**src/hw/rtl/ffha_pkg.sv**
```systemverilog
package ffha_pkg;

    localparam int HEAP_BYTES_DEF     = 65536;
    localparam int ALIGN_BYTES_DEF    = 8;
    localparam int HEADER_BYTES_DEF   = 16;
    localparam int MIN_TAIL_BYTES_DEF = 16;

    localparam int LIMIT_W = 17;
    localparam int SIZE_W  = 17;
    localparam int ADDR_W  = 16;
    localparam int STAT_W  = 2;
    // A rounded request can carry one bit more than the request itself.
    localparam int REQ_W   = SIZE_W + 1;

    localparam logic MODE_ALLOC = 1'b0;
    localparam logic MODE_FREE  = 1'b1;

    localparam logic [STAT_W-1:0] STAT_ALLOC = 2'd0;
    localparam logic [STAT_W-1:0] STAT_FAIL  = 2'd1;
    localparam logic [STAT_W-1:0] STAT_FREED = 2'd2;

    typedef struct packed {
        logic              mode;
        logic [SIZE_W-1:0] request_size;
        logic [ADDR_W-1:0] payload_addr;
    } in_item_t;

    typedef struct packed {
        logic [ADDR_W-1:0] result_addr;
        logic [STAT_W-1:0] status;
    } out_item_t;

    typedef enum logic [3:0] {
        ST_INIT,
        ST_IDLE,
        ST_CHECK,
        ST_RND2,
        ST_A_LOOK,
        ST_A_SPLIT,
        ST_A_MARK,
        ST_F_LOOK,
        ST_F_NEXT,
        ST_DONE
    } state_t;

    typedef struct packed {
        logic              load_limit;
        logic              init_wr;
        logic              accept;
        logic              rnd1;
        logic              rnd2;
        logic              start_walk;
        logic              step;
        logic              a_split;
        logic              a_mark;
        logic              f_hit;
        logic              f_write;
        logic              res_set;
        logic [STAT_W-1:0] res_code;
        logic              load_out;
    } cmd_t;

    typedef struct packed {
        logic is_free;
        logic size_zero;
        logic paddr_low;
        logic fit;
        logic split;
        logic last;
        logic at_target;
        logic overshoot;
        logic cur_used;
    } sts_t;

    // Block headers sit on multiples of the largest power of two that divides
    // both the alignment and the header size, so that is the store's grain.
    function automatic int ffha_grain_shift(input int align, input int header);
        int v;
        int sh;
        v  = align | header;
        sh = 0;
        for (int i = 6; i >= 0; i--) begin
            if (v[i]) begin
                sh = i;
            end
        end
        return sh;
    endfunction

endpackage

```
**src/hw/rtl/ffha_ctrl.sv**
```systemverilog
module ffha_ctrl
    import ffha_pkg::*;
(
    input  logic aclk,
    input  logic aresetn,
    input  logic s_valid,
    output logic s_ready,
    output logic m_valid,
    input  logic m_ready,
    input  logic cfg_valid,
    output logic cfg_ready,
    input  sts_t sts,
    output cmd_t cmd
);

    state_t state_reg;
    state_t state_next;
    logic   m_valid_reg;
    logic   m_valid_next;
    logic   out_free;

    assign out_free = !m_valid_reg || m_ready;

    always_ff @(posedge aclk) begin
        if (!aresetn) begin
            state_reg   <= ST_INIT;
            m_valid_reg <= 1'b0;
        end else begin
            state_reg   <= state_next;
            m_valid_reg <= m_valid_next;
        end
    end

    always_comb begin
        state_next = state_reg;
        unique case (state_reg)
            ST_INIT: begin
                state_next = ST_IDLE;
            end
            ST_IDLE: begin
                if (cfg_valid) begin
                    state_next = ST_INIT;
                end else if (s_valid) begin
                    state_next = ST_CHECK;
                end
            end
            ST_CHECK: begin
                if (sts.is_free) begin
                    state_next = sts.paddr_low ? ST_DONE : ST_F_LOOK;
                end else begin
                    state_next = sts.size_zero ? ST_DONE : ST_RND2;
                end
            end
            ST_RND2: begin
                state_next = ST_A_LOOK;
            end
            ST_A_LOOK: begin
                priority if (sts.fit && sts.split) begin
                    state_next = ST_A_SPLIT;
                end else if (sts.fit) begin
                    state_next = ST_A_MARK;
                end else if (sts.last) begin
                    state_next = ST_DONE;
                end else begin
                    state_next = ST_A_LOOK;
                end
            end
            ST_A_SPLIT: begin
                state_next = ST_A_MARK;
            end
            ST_A_MARK: begin
                state_next = ST_DONE;
            end
            ST_F_LOOK: begin
                priority if (sts.at_target) begin
                    state_next = sts.cur_used ? ST_F_NEXT : ST_DONE;
                end else if (sts.overshoot) begin
                    state_next = ST_DONE;
                end else begin
                    state_next = ST_F_LOOK;
                end
            end
            ST_F_NEXT: begin
                state_next = ST_DONE;
            end
            ST_DONE: begin
                if (out_free) begin
                    state_next = ST_IDLE;
                end
            end
            default: begin
                state_next = ST_INIT;
            end
        endcase
    end

    always_comb begin
        cmd       = '0;
        s_ready   = 1'b0;
        cfg_ready = 1'b0;
        unique case (state_reg)
            ST_INIT: begin
                cmd.init_wr = 1'b1;
            end
            ST_IDLE: begin
                cfg_ready      = 1'b1;
                s_ready        = !cfg_valid;
                cmd.load_limit = cfg_valid;
                cmd.accept     = !cfg_valid && s_valid;
            end
            ST_CHECK: begin
                if (sts.is_free) begin
                    if (sts.paddr_low) begin
                        cmd.res_set  = 1'b1;
                        cmd.res_code = STAT_FAIL;
                    end else begin
                        cmd.start_walk = 1'b1;
                    end
                end else begin
                    if (sts.size_zero) begin
                        cmd.res_set  = 1'b1;
                        cmd.res_code = STAT_FAIL;
                    end else begin
                        cmd.rnd1 = 1'b1;
                    end
                end
            end
            ST_RND2: begin
                cmd.rnd2       = 1'b1;
                cmd.start_walk = 1'b1;
            end
            ST_A_LOOK: begin
                if (!sts.fit) begin
                    if (sts.last) begin
                        cmd.res_set  = 1'b1;
                        cmd.res_code = STAT_FAIL;
                    end else begin
                        cmd.step = 1'b1;
                    end
                end
            end
            ST_A_SPLIT: begin
                cmd.a_split = 1'b1;
            end
            ST_A_MARK: begin
                cmd.a_mark   = 1'b1;
                cmd.res_set  = 1'b1;
                cmd.res_code = STAT_ALLOC;
            end
            ST_F_LOOK: begin
                priority if (sts.at_target) begin
                    if (sts.cur_used) begin
                        cmd.f_hit = 1'b1;
                    end else begin
                        cmd.res_set  = 1'b1;
                        cmd.res_code = STAT_FAIL;
                    end
                end else if (sts.overshoot) begin
                    cmd.res_set  = 1'b1;
                    cmd.res_code = STAT_FAIL;
                end else begin
                    cmd.step = 1'b1;
                end
            end
            ST_F_NEXT: begin
                cmd.f_write  = 1'b1;
                cmd.res_set  = 1'b1;
                cmd.res_code = STAT_FREED;
            end
            ST_DONE: begin
                cmd.load_out = out_free;
            end
            default: begin
                cmd = '0;
            end
        endcase
    end

    always_comb begin
        if (cmd.load_out) begin
            m_valid_next = 1'b1;
        end else if (m_ready) begin
            m_valid_next = 1'b0;
        end else begin
            m_valid_next = m_valid_reg;
        end
    end

    assign m_valid = m_valid_reg;

endmodule

```
**config.mk**
```make
export PLATFORM = sky130hd
export DESIGN_NAME = ffha_ctrl
export DESIGN_NICKNAME = d
export VERILOG_FILES = /design/src/hw/rtl/ffha_pkg.sv /design/src/hw/rtl/ffha_ctrl.sv
export SDC_FILE = /design/constraint.sdc
export NUM_CORES = 1
export LEC_CHECK = 0
export ABC_AREA = 1
export BUFFER_PORTS_ARGS = -buffer_cell sky130_fd_sc_hd__buf_2
export CAP_MARGIN = 20
export CELL_PAD_IN_SITES_DETAIL_PLACEMENT = 1
export CELL_PAD_IN_SITES_GLOBAL_PLACEMENT = 1
export CORE_MARGIN = 2
export CORE_UTILIZATION = 27
export DETAILED_ROUTE_END_ITERATION = 10
export HOLD_SLACK_MARGIN = 0.05
export PLACE_DENSITY = 0.88
export SLEW_MARGIN = 20
export SYNTH_ARGS = -nofsm -noshare
export SYNTH_HDL_FRONTEND = slang
export SYNTH_SLANG_ARGS = --single-unit
export TNS_END_PERCENT = 100
```
**constraint.sdc**
```tcl
create_clock -name aclk -period 2.95 [get_ports aclk]
set_input_delay 0.59 -clock aclk [delete_from_list [all_inputs] [get_ports aclk]]
set_output_delay 0.59 -clock aclk [all_outputs]
set_load 0.05 [all_outputs]
```
==> results.sh, run 1 <==
export IMPL_outcome="finished clean"
export IMPL_synth_top_area_cell="nand2_1"
export IMPL_rr_worst_depth=7
export IMPL_clkLatencyLatePin_ns=0.24
export IMPL_drv_slew=0
export IMPL_r2r_end="state_reg[3]$_SDFFE_PN0P_"
export IMPL_cts_buffer_depth=2
export IMPL_switching_power_mw=0.166
export IMPL_final_cell_area_um2=757
export IMPL_r2r_start="state_reg[1]$_SDFFE_PN0P_"
export IMPL_post_dp_hpwl_um=1510
export IMPL_die_h_um=49.1
export IMPL_synth_edff_count=0
export IMPL_place_inst=170
export IMPL_setup_viol=0
export IMPL_drt_iter0_drc=1
export IMPL_p_leak_nw=0.563
export IMPL_cts_buffers=3
export IMPL_synthTopCellsByArea="nand2_1 23%, inv_1 18%, dfxtp_1 18%"
export IMPL_tightest_slew_ns=0.291
export IMPL_cp_arrival_ns=1.60
export IMPL_post_place_ws_ns=0.913
export IMPL_final_setup_skew_ns=0.00269
export IMPL_grt_max_degree=7
export IMPL_worstSetupPathType="reg -> out"
export IMPL_rsz0062_at_grt="false"
export IMPL_syn_area_um2=549
export IMPL_yosys_warnings=0
export IMPL_fmax_ghz=0.456
export IMPL_ant_nets=0
export IMPL_final_util_pct=39.0
export IMPL_ioPinCount=32
export IMPL_die_width_um=49.1
export IMPL_min_period_ns=2.19
export IMPL_switching_share_pct=49.6
export IMPL_holdPathStages=3
export IMPL_wire_per_inst_um=9.41
export IMPL_synthCells=113
export IMPL_grt_usage_pct=14.3
export IMPL_cts_sinks=5
export IMPL_hp_class="in -> reg"
export IMPL_max_slew_margin_pct=80.6
export IMPL_critPathMaxStageDelay_ns=0.38
export IMPL_grt_pass1_wl_um=2680
export IMPL_path_clk_slew_ns=0.04
export IMPL_cp_slowest_cell="dfxtp_1"
export IMPL_fp_coreArea_mm2=0.00194
export IMPL_fp_row_count=16
export IMPL_synth_seq_area_share_pct=18.2
export IMPL_crit_chain="inv_1 > nor2_2 > nand2_1 > nor2_2 > o21ai_0 > nand4_1 > buf_2"
export IMPL_drive_gt1_share_pct=29.3
export IMPL_ys_ff_latch=5
export IMPL_diodes=0
export IMPL_post_cts_resized=0
export IMPL_cap_viol_max_count=0
export IMPL_synth_most_common_cell="nand2_1"
export IMPL_holdWs_ns=0.565
export IMPL_synth_commonest_cells="34 x nand2_1, 27 x inv_1, 26 x nor2_1"
export IMPL_finalPower_mw=0.334
export IMPL_syn2layout_area_growth_pct=37.8
export IMPL_postCtsHoldBufs=0
export IMPL_end_kind="primary output"
export IMPL_firstDrtPassIters=2
export IMPL_syn_area_per_cell_um2=4.86
export IMPL_peakVddDrop_mv=0.269
export IMPL_hold_violations=0
export IMPL_grt_ovfl_total=0
export IMPL_p_seq_share_pct=24.5
export IMPL_setup_tns_ns=0
export IMPL_largest_reg_flops=4
export IMPL_fin_nets=162
export IMPL_timing_critical_path_mode_cell="nor2_2"
export IMPL_min_from="aresetn"
export IMPL_start_util_pct=28.3
export IMPL_first_global_vias=708
export IMPL_pwr_share_comb_pct=52.0
export IMPL_synth_flop_cell="dfxtp_1"
export IMPL_required_ns=2.36
export IMPL_finalWirelength_um=1640
export IMPL_port_buffers=31
export IMPL_ff2ff_setup_slack_ns=1.73
export IMPL_synth_async_reset_ratio_pct=0
export IMPL_final_cells=174
export IMPL_synth_top_area_share_pct=23.2
export IMPL_placed_area_um2=731
export IMPL_cellPowerDensity_mw_per_mm2=442
export IMPL_h_tree_depth=1
export IMPL_fin_crit_sh_pct=74.3
export IMPL_gp_congestion=0.763
export IMPL_die_area_mm2=0.00241
export IMPL_avgViaCountPerCell=4.26
export IMPL_antenna_found_initial=0
export IMPL_synth_cell_types=15
export IMPL_clkPwrFrac_pct=23.5
export IMPL_worst_slack_ns=0.758
export IMPL_syn_nets=127
export IMPL_via_count=742
export IMPL_drcViolationCount=0
export IMPL_start_kind="flop"
export IMPL_hold_path_end="state_reg[3]$_SDFFE_PN0P_"
export IMPL_critPathMaxFanout=5
export IMPL_internal_power_mw=0.169
export IMPL_root_buffer="clkbuf_4"
export IMPL_cts_tree="yes"
export IMPL_post_cts_buffers=0
==> critical path, delay by kind of cell, from the launching register on <==
family                 cells  cell delay, ns
AOI/OAI and AO/OA          1            0.12
DFF                        1            0.38
and+or+nand+nor            4            0.54
buffers and inverters      2            0.33
==> layout make-up <==
cell class                 count  area (um^2)
multi-input combinational     78          333
fill                         308         1180
timing repair buffer          31          155
clock buffer                   4         26.3
tap                           27         33.8
sequential                     5          100
inverter                      29          109
==> worst max path at each step <==
stage,start,endpoint,cells after the start
3_5_place_dp,sts[2],cmd[1],7
3_3_place_gp,sts[8],cmd[3],8
2_1_floorplan,sts[5],cmd[8],3
6_report,state_reg[2]$_SDFFE_PN0P_,cmd[3],7
4_1_cts,state_reg[2]$_SDFFE_PN0P_,cmd[1],7
5_1_grt,state_reg[2]$_SDFFE_PN0P_,cmd[3],7
==> layer usage <==
metal / wire length [um] / track usage [%]
met1: 685 / 14.4
met2: 882 / 27.9
met3: 69 / 3.07
met4: 0 / 5.71
met5: 0 / 0
==> cells by family after synthesis <==
family	Yosys count	share of synthesized area [%]
buffers and inverters	30	21.2
DFF	5	18.2
AOI/OAI and AO/OA	4	4.33
and+or+nand+nor	74	56.3
==> power groups by stage <==
stage               logic [mW]  registers (mW)  clock network [mW]
global route             0.189          0.0829              0.0924
floorplan                0.132          0.0825                   0
finish                   0.174          0.0818              0.0786
detailed placement       0.176          0.0831                   0
global placement         0.171          0.0828                   0
CTS                      0.176          0.0818              0.0829
==> placed cells by master (no fill, tap or decap) <==
master / count
clkbuf_1: 1
buf_2: 31
o21ai_2: 1
inv_1: 27
nor2_1: 26
nand3_1: 6
dfxtp_1: 5
nor2_2: 4
nor2_4: 1
nand4_1: 1
clkbuf_4: 3
nor3_1: 1
a21oi_1: 1
nand2_2: 1
inv_2: 2
o21ai_0: 2
nand2_1: 34
Power figures use the tool's default switching activity.
==> run 2: changes to the inputs <==
--- a/config.mk
+++ b/config.mk
@@ -11,10 +11,10 @@
 export CELL_PAD_IN_SITES_DETAIL_PLACEMENT = 1
 export CELL_PAD_IN_SITES_GLOBAL_PLACEMENT = 1
 export CORE_MARGIN = 2
-export CORE_UTILIZATION = 27
+export CORE_UTILIZATION = 25
 export DETAILED_ROUTE_END_ITERATION = 10
 export HOLD_SLACK_MARGIN = 0.05
-export PLACE_DENSITY = 0.88
+export PLACE_DENSITY = 0.83
 export SLEW_MARGIN = 20
 export SYNTH_ARGS = -nofsm -noshare
 export SYNTH_HDL_FRONTEND = slang
==> constraint.sdc (replaced) <==
create_clock -name aclk -period 2.3 [get_ports aclk]
set_input_delay 0.46 -clock aclk [delete_from_list [all_inputs] [get_ports aclk]]
set_output_delay 0.46 -clock aclk [all_outputs]
set_load 0.05 [all_outputs]
==> results.sh, run 2 (same netlist as run 1, synthesis figures left out) <==
export IMPL_outcome="finished clean"
export IMPL_holdPathStages=3
export IMPL_grt_max_degree=7
export IMPL_rsz0062_at_grt="false"
export IMPL_postCtsHoldBufs=0
export IMPL_ioPinCount=32
export IMPL_critPathMaxFanout=5
export IMPL_largest_reg_flops=4
export IMPL_peakVddDrop_mv=0.239
export IMPL_start_util_pct=27.2
export IMPL_ff2ff_setup_slack_ns=1.07
export IMPL_placed_area_um2=731
export IMPL_final_setup_skew_ns=0.000170
export IMPL_via_count=748
export IMPL_clkLatencyLatePin_ns=0.24
export IMPL_final_common_cell="nand2_1"
export IMPL_cts_buffer_depth=2
export IMPL_finalWirelength_um=1640
export IMPL_drcViolationCount=0
export IMPL_drive_gt1_share_pct=29.3
export IMPL_diodes=0
export IMPL_drv_slew=0
export IMPL_fmax_ghz=0.484
export IMPL_ant_nets=0
export IMPL_post_place_ws_ns=0.510
export IMPL_place_inst=170
export IMPL_post_cts_buffers=0
export IMPL_syn2layout_area_growth_pct=37.8
export IMPL_max_slew_margin_pct=81.1
export IMPL_hold_violations=0
export IMPL_required_ns=1.84
export IMPL_hp_class="in -> reg"
export IMPL_p_leak_nw=0.563
export IMPL_tightest_slew_ns=0.283
export IMPL_path_clk_slew_ns=0.04
export IMPL_cp_arrival_ns=1.61
export IMPL_die_h_um=50.9
export IMPL_post_cts_resized=0
export IMPL_min_period_ns=2.07
export IMPL_wire_per_inst_um=9.42
export IMPL_firstDrtPassIters=3
export IMPL_grt_pass1_wl_um=2870
export IMPL_fin_nets=162
export IMPL_grt_usage_pct=14.2
export IMPL_end_kind="primary output"
export IMPL_die_area_mm2=0.00259
export IMPL_start_kind="flop"
export IMPL_worst_slack_ns=0.233
export IMPL_antenna_found_initial=0
export IMPL_worstSetupPathType="reg -> out"
export IMPL_setup_viol=0
export IMPL_ff_latch_area_um2=100
export IMPL_holdWs_ns=0.437
export IMPL_h_tree_depth=1
export IMPL_multi_input_area_um2=333
export IMPL_avgViaCountPerCell=4.30
export IMPL_final_cells=174
export IMPL_final_cell_area_um2=757
export IMPL_gp_congestion=0.789
export IMPL_r2r_end="state_reg[3]$_SDFFE_PN0P_"
export IMPL_drt_iter0_drc=3
export IMPL_port_buffers=31
export IMPL_post_dp_hpwl_um=1470
export IMPL_fillers=317
export IMPL_root_buffer="clkbuf_4"
export IMPL_cts_sinks=5
export IMPL_fp_coreArea_mm2=0.00202
export IMPL_rr_worst_depth=7
export IMPL_die_width_um=50.9
export IMPL_setup_tns_ns=0
export IMPL_fin_crit_sh_pct=89.9
export IMPL_final_cell_mix="34 x nand2_1, 31 x buf_2, 27 x inv_1, 26 x nor2_1, 6 x nand3_1"
export IMPL_r2r_start="state_reg[1]$_SDFFE_PN0P_"
export IMPL_fp_row_count=16
export IMPL_grt_ovfl_total=0
export IMPL_min_from="aresetn"
export IMPL_cellPowerDensity_mw_per_mm2=569
export IMPL_hold_path_end="state_reg[0]$_SDFFE_PN0P_"
export IMPL_cts_tree="yes"
export IMPL_cap_viol_max_count=0
export IMPL_cts_buffers=3
export IMPL_first_global_vias=710
## run 2: metal layers
| layer | GRT usage [%] | routed length, um | vias up |
|---|---|---|---|
| met2 | 25.0 | 840 | 20 |
| met1 | 17.2 | 706 | 332 |
| met4 | 6.31 | 18 | 0 |
| met5 | 0 | 0 | - |
| li1 | - | - | 393 |
| met3 | 1.75 | 73 | 3 |
## run 2: worst max path at each step
stage | cells past startpoint | start | end | slack, ns
after floorplan | 4 | state_reg[2]$_SDFFE_PN0P_ | cmd[8] | 0.09
after detailed placement | 8 | sts[6] | cmd[3] | 0.51
after global routing | 7 | state_reg[2]$_SDFFE_PN0P_ | cmd[3] | 0.08
final | 7 | state_reg[2]$_SDFFE_PN0P_ | cmd[3] | 0.23
after global placement | 8 | sts[8] | cmd[3] | 0.54
after CTS | 7 | state_reg[2]$_SDFFE_PN0P_ | cmd[3] | 0.25
## run 2: final cells by class
class | instances | area share [%]
repair buffers | 31 | 20.5
flip-flops and latches | 5 | 13.2
clock buffers | 4 | 3.47
inverters | 29 | 14.4
well taps | 27 | 4.46
multi-input cells | 78 | 44.0
## run 2: where the power goes
part / internal (mW) / switching, mW
clock: 0.0656 / 0.0361
sequential: 0.0950 / 0.0110
combinational: 0.0556 / 0.167
## run 2: through the flow
step | power [mW] | util, %
after floorplan | 0.275 | -
after global placement | 0.325 | 36.1
after detailed placement | 0.332 | 36.1
after global routing | 0.460 | 37.4
final | 0.430 | 37.4
after CTS | 0.434 | 37.4
## run 2: critical path, cell delays in order (launching register included)
cell and delay (ns):
dfxtp_1 0.39, inv_1 0.07, nor2_2 0.18, nand2_1 0.13, nor2_2 0.12, o21ai_0 0.12
nand4_1 0.09, buf_2 0.26
==> run 3: changes to the inputs <==
--- a/config.mk
+++ b/config.mk
@@ -6,15 +6,15 @@
 export NUM_CORES = 1
 export LEC_CHECK = 0
 export ABC_AREA = 1
-export BUFFER_PORTS_ARGS = -buffer_cell sky130_fd_sc_hd__buf_2
 export CAP_MARGIN = 20
 export CELL_PAD_IN_SITES_DETAIL_PLACEMENT = 1
 export CELL_PAD_IN_SITES_GLOBAL_PLACEMENT = 1
 export CORE_MARGIN = 2
-export CORE_UTILIZATION = 25
+export CORE_UTILIZATION = 35
 export DETAILED_ROUTE_END_ITERATION = 10
+export DONT_BUFFER_PORTS = 1
 export HOLD_SLACK_MARGIN = 0.05
-export PLACE_DENSITY = 0.83
+export PLACE_DENSITY = 0.8
 export SLEW_MARGIN = 20
 export SYNTH_ARGS = -nofsm -noshare
 export SYNTH_HDL_FRONTEND = slang
==> results.sh, run 3 (same netlist as run 1, synthesis figures left out) <==
export IMPL_required_ns=1.84
export IMPL_p_seq_share_pct=24.7
export IMPL_h_tree_depth=1
export IMPL_cts_buffer_depth=2
export IMPL_drv_slew=0
export IMPL_gp_congestion=0.780
export IMPL_post_cts_buffers=0
export IMPL_fin_crit_sh_pct=90.4
export IMPL_end_kind="primary output"
export IMPL_critPathMaxFanout=5
export IMPL_grt_max_degree=7
export IMPL_start_kind="flop"
export IMPL_wire_per_inst_um=11.4
export IMPL_die_h_um=43.6
export IMPL_ant_nets=0
export IMPL_fmax_ghz=0.481
export IMPL_hold_violations=0
export IMPL_worstSetupPathType="reg -> out"
export IMPL_hp_class="in -> reg"
export IMPL_final_common_cell="nand2_1"
export IMPL_r2r_start="state_reg[2]$_SDFFE_PN0P_"
export IMPL_crit_chain="inv_1 > nor2_2 > nand2_1 > nor2_2 > o21ai_0 > nand2_1"
export IMPL_final_cells=142
export IMPL_place_inst=138
export IMPL_ioPinCount=32
export IMPL_grt_ovfl_total=0
export IMPL_tightest_slew_ns=0.613
export IMPL_cellPowerDensity_mw_per_mm2=642
export IMPL_setup_tns_ns=0
export IMPL_post_dp_hpwl_um=1470
export IMPL_cts_sinks=5
export IMPL_cp_num_buf_inv=1
export IMPL_worst_slack_ns=0.220
export IMPL_outcome="finished clean"
export IMPL_largest_reg_flops=4
export IMPL_cts_buffers=3
export IMPL_die_width_um=43.6
export IMPL_root_buffer="clkbuf_4"
export IMPL_setup_viol=0
export IMPL_max_slew_margin_pct=59.1
export IMPL_post_place_ws_ns=0.492
export IMPL_internal_power_mw=0.213
export IMPL_cp_arrival_ns=1.62
export IMPL_path_clk_slew_ns=0.04
export IMPL_avgViaCountPerCell=4.80
export IMPL_clkLatencyLatePin_ns=0.25
export IMPL_min_from="aresetn"
export IMPL_final_setup_skew_ns=0.00101
export IMPL_pwr_share_comb_pct=50.7
export IMPL_critPathMaxStageDelay_ns=0.40
export IMPL_fp_row_count=14
export IMPL_grt_pass1_wl_um=2750
export IMPL_min_period_ns=2.08
export IMPL_post_cts_resized=0
export IMPL_fin_nets=141
export IMPL_cap_viol_max_count=0
export IMPL_via_count=681
export IMPL_switching_share_pct=50.0
export IMPL_cp_slowest_cell="dfxtp_1"
export IMPL_final_util_pct=44.5
export IMPL_die_area_mm2=0.00190
export IMPL_drt_iter0_drc=7
export IMPL_firstDrtPassIters=4
export IMPL_cts_tree="yes"
export IMPL_cp_top_family="simple AND/OR/NAND/NOR gates"
export IMPL_first_global_vias=696
export IMPL_final_cell_mix="34 x nand2_1, 27 x inv_1, 26 x nor2_1, 10 x buf_4, 6 x nand3_1"
export IMPL_holdWs_ns=0.316
export IMPL_diodes=0
export IMPL_grt_usage_pct=19.5
export IMPL_fp_coreArea_mm2=0.00149
export IMPL_start_util_pct=36.9
export IMPL_port_buffers=0
export IMPL_drive_gt1_share_pct=17.5
export IMPL_rsz0062_at_grt="false"
export IMPL_peakVddDrop_mv=0.288
export IMPL_p_leak_nw=0.469
export IMPL_timing_critical_path_from="state_reg[2]$_SDFFE_PN0P_"
export IMPL_postCtsHoldBufs=0
export IMPL_antenna_found_initial=0
export IMPL_clkPwrFrac_pct=24.6
export IMPL_drcViolationCount=0
export IMPL_switching_power_mw=0.213
export IMPL_syn2layout_area_growth_pct=20.7
export IMPL_finalWirelength_um=1620
-- run 3: cell count changes in the layout (fill, tap and decap cells not counted) --
| cell | previous run | this run |
|---|---|---|
| buf_4 | 0 | 10 |
| buf_2 | 31 | 0 |
| o21ai_0 | 2 | 1 |
| o21ai_1 | 0 | 1 |
-- run 3: metrics by stage --
step | total power [mW] | cell area (um^2)
3_5_place_dp | 0.324 | 637
6_report | 0.426 | 663
3_3_place_gp | 0.316 | 637
2_1_floorplan | 0.275 | 549
5_1_grt | 0.451 | 663
4_1_cts | 0.433 | 663
-- run 3: path summary, 6_finish.rpt --
kind	cells after the start	end	slack, ns
setup reg to reg	5	state_reg[2]$_SDFFE_PN0P_	0.71
setup / recovery	6	cmd[1]	0.22
hold reg to reg	4	state_reg[2]$_SDFFE_PN0P_	0.65
hold / removal	2	state_reg[3]$_SDFFE_PN0P_	0.32
-- run 3: area by class of cell --
class | count | area (um^2)
Timing Repair Buffer | 10 | 75.1
Inverter | 29 | 109
Multi-Input combinational cell | 78 | 333
Clock buffer | 4 | 26.3
Sequential cell | 5 | 100
Tap cell | 16 | 20.0
Fill cell | 235 | 826
-- run 3: power by group through the flow --
| stage | combinational, mW | sequential [mW] | clock (mW) |
|---|---|---|---|
| floorplan | 0.169 | 0.106 | 0 |
| global placement | 0.210 | 0.106 | 0 |
| detailed placement | 0.217 | 0.107 | 0 |
| CTS | 0.219 | 0.105 | 0.109 |
| global route | 0.234 | 0.106 | 0.111 |
| finish | 0.216 | 0.105 | 0.105 |
-- run 3: routing by layer --
metal | GRT usage, % | part of all wire (%)
met1 | 20.1 | 40
met2 | 36.2 | 51
met3 | 4.17 | 6.1
met4 | 10.3 | 2.2
met5 | 0 | 0
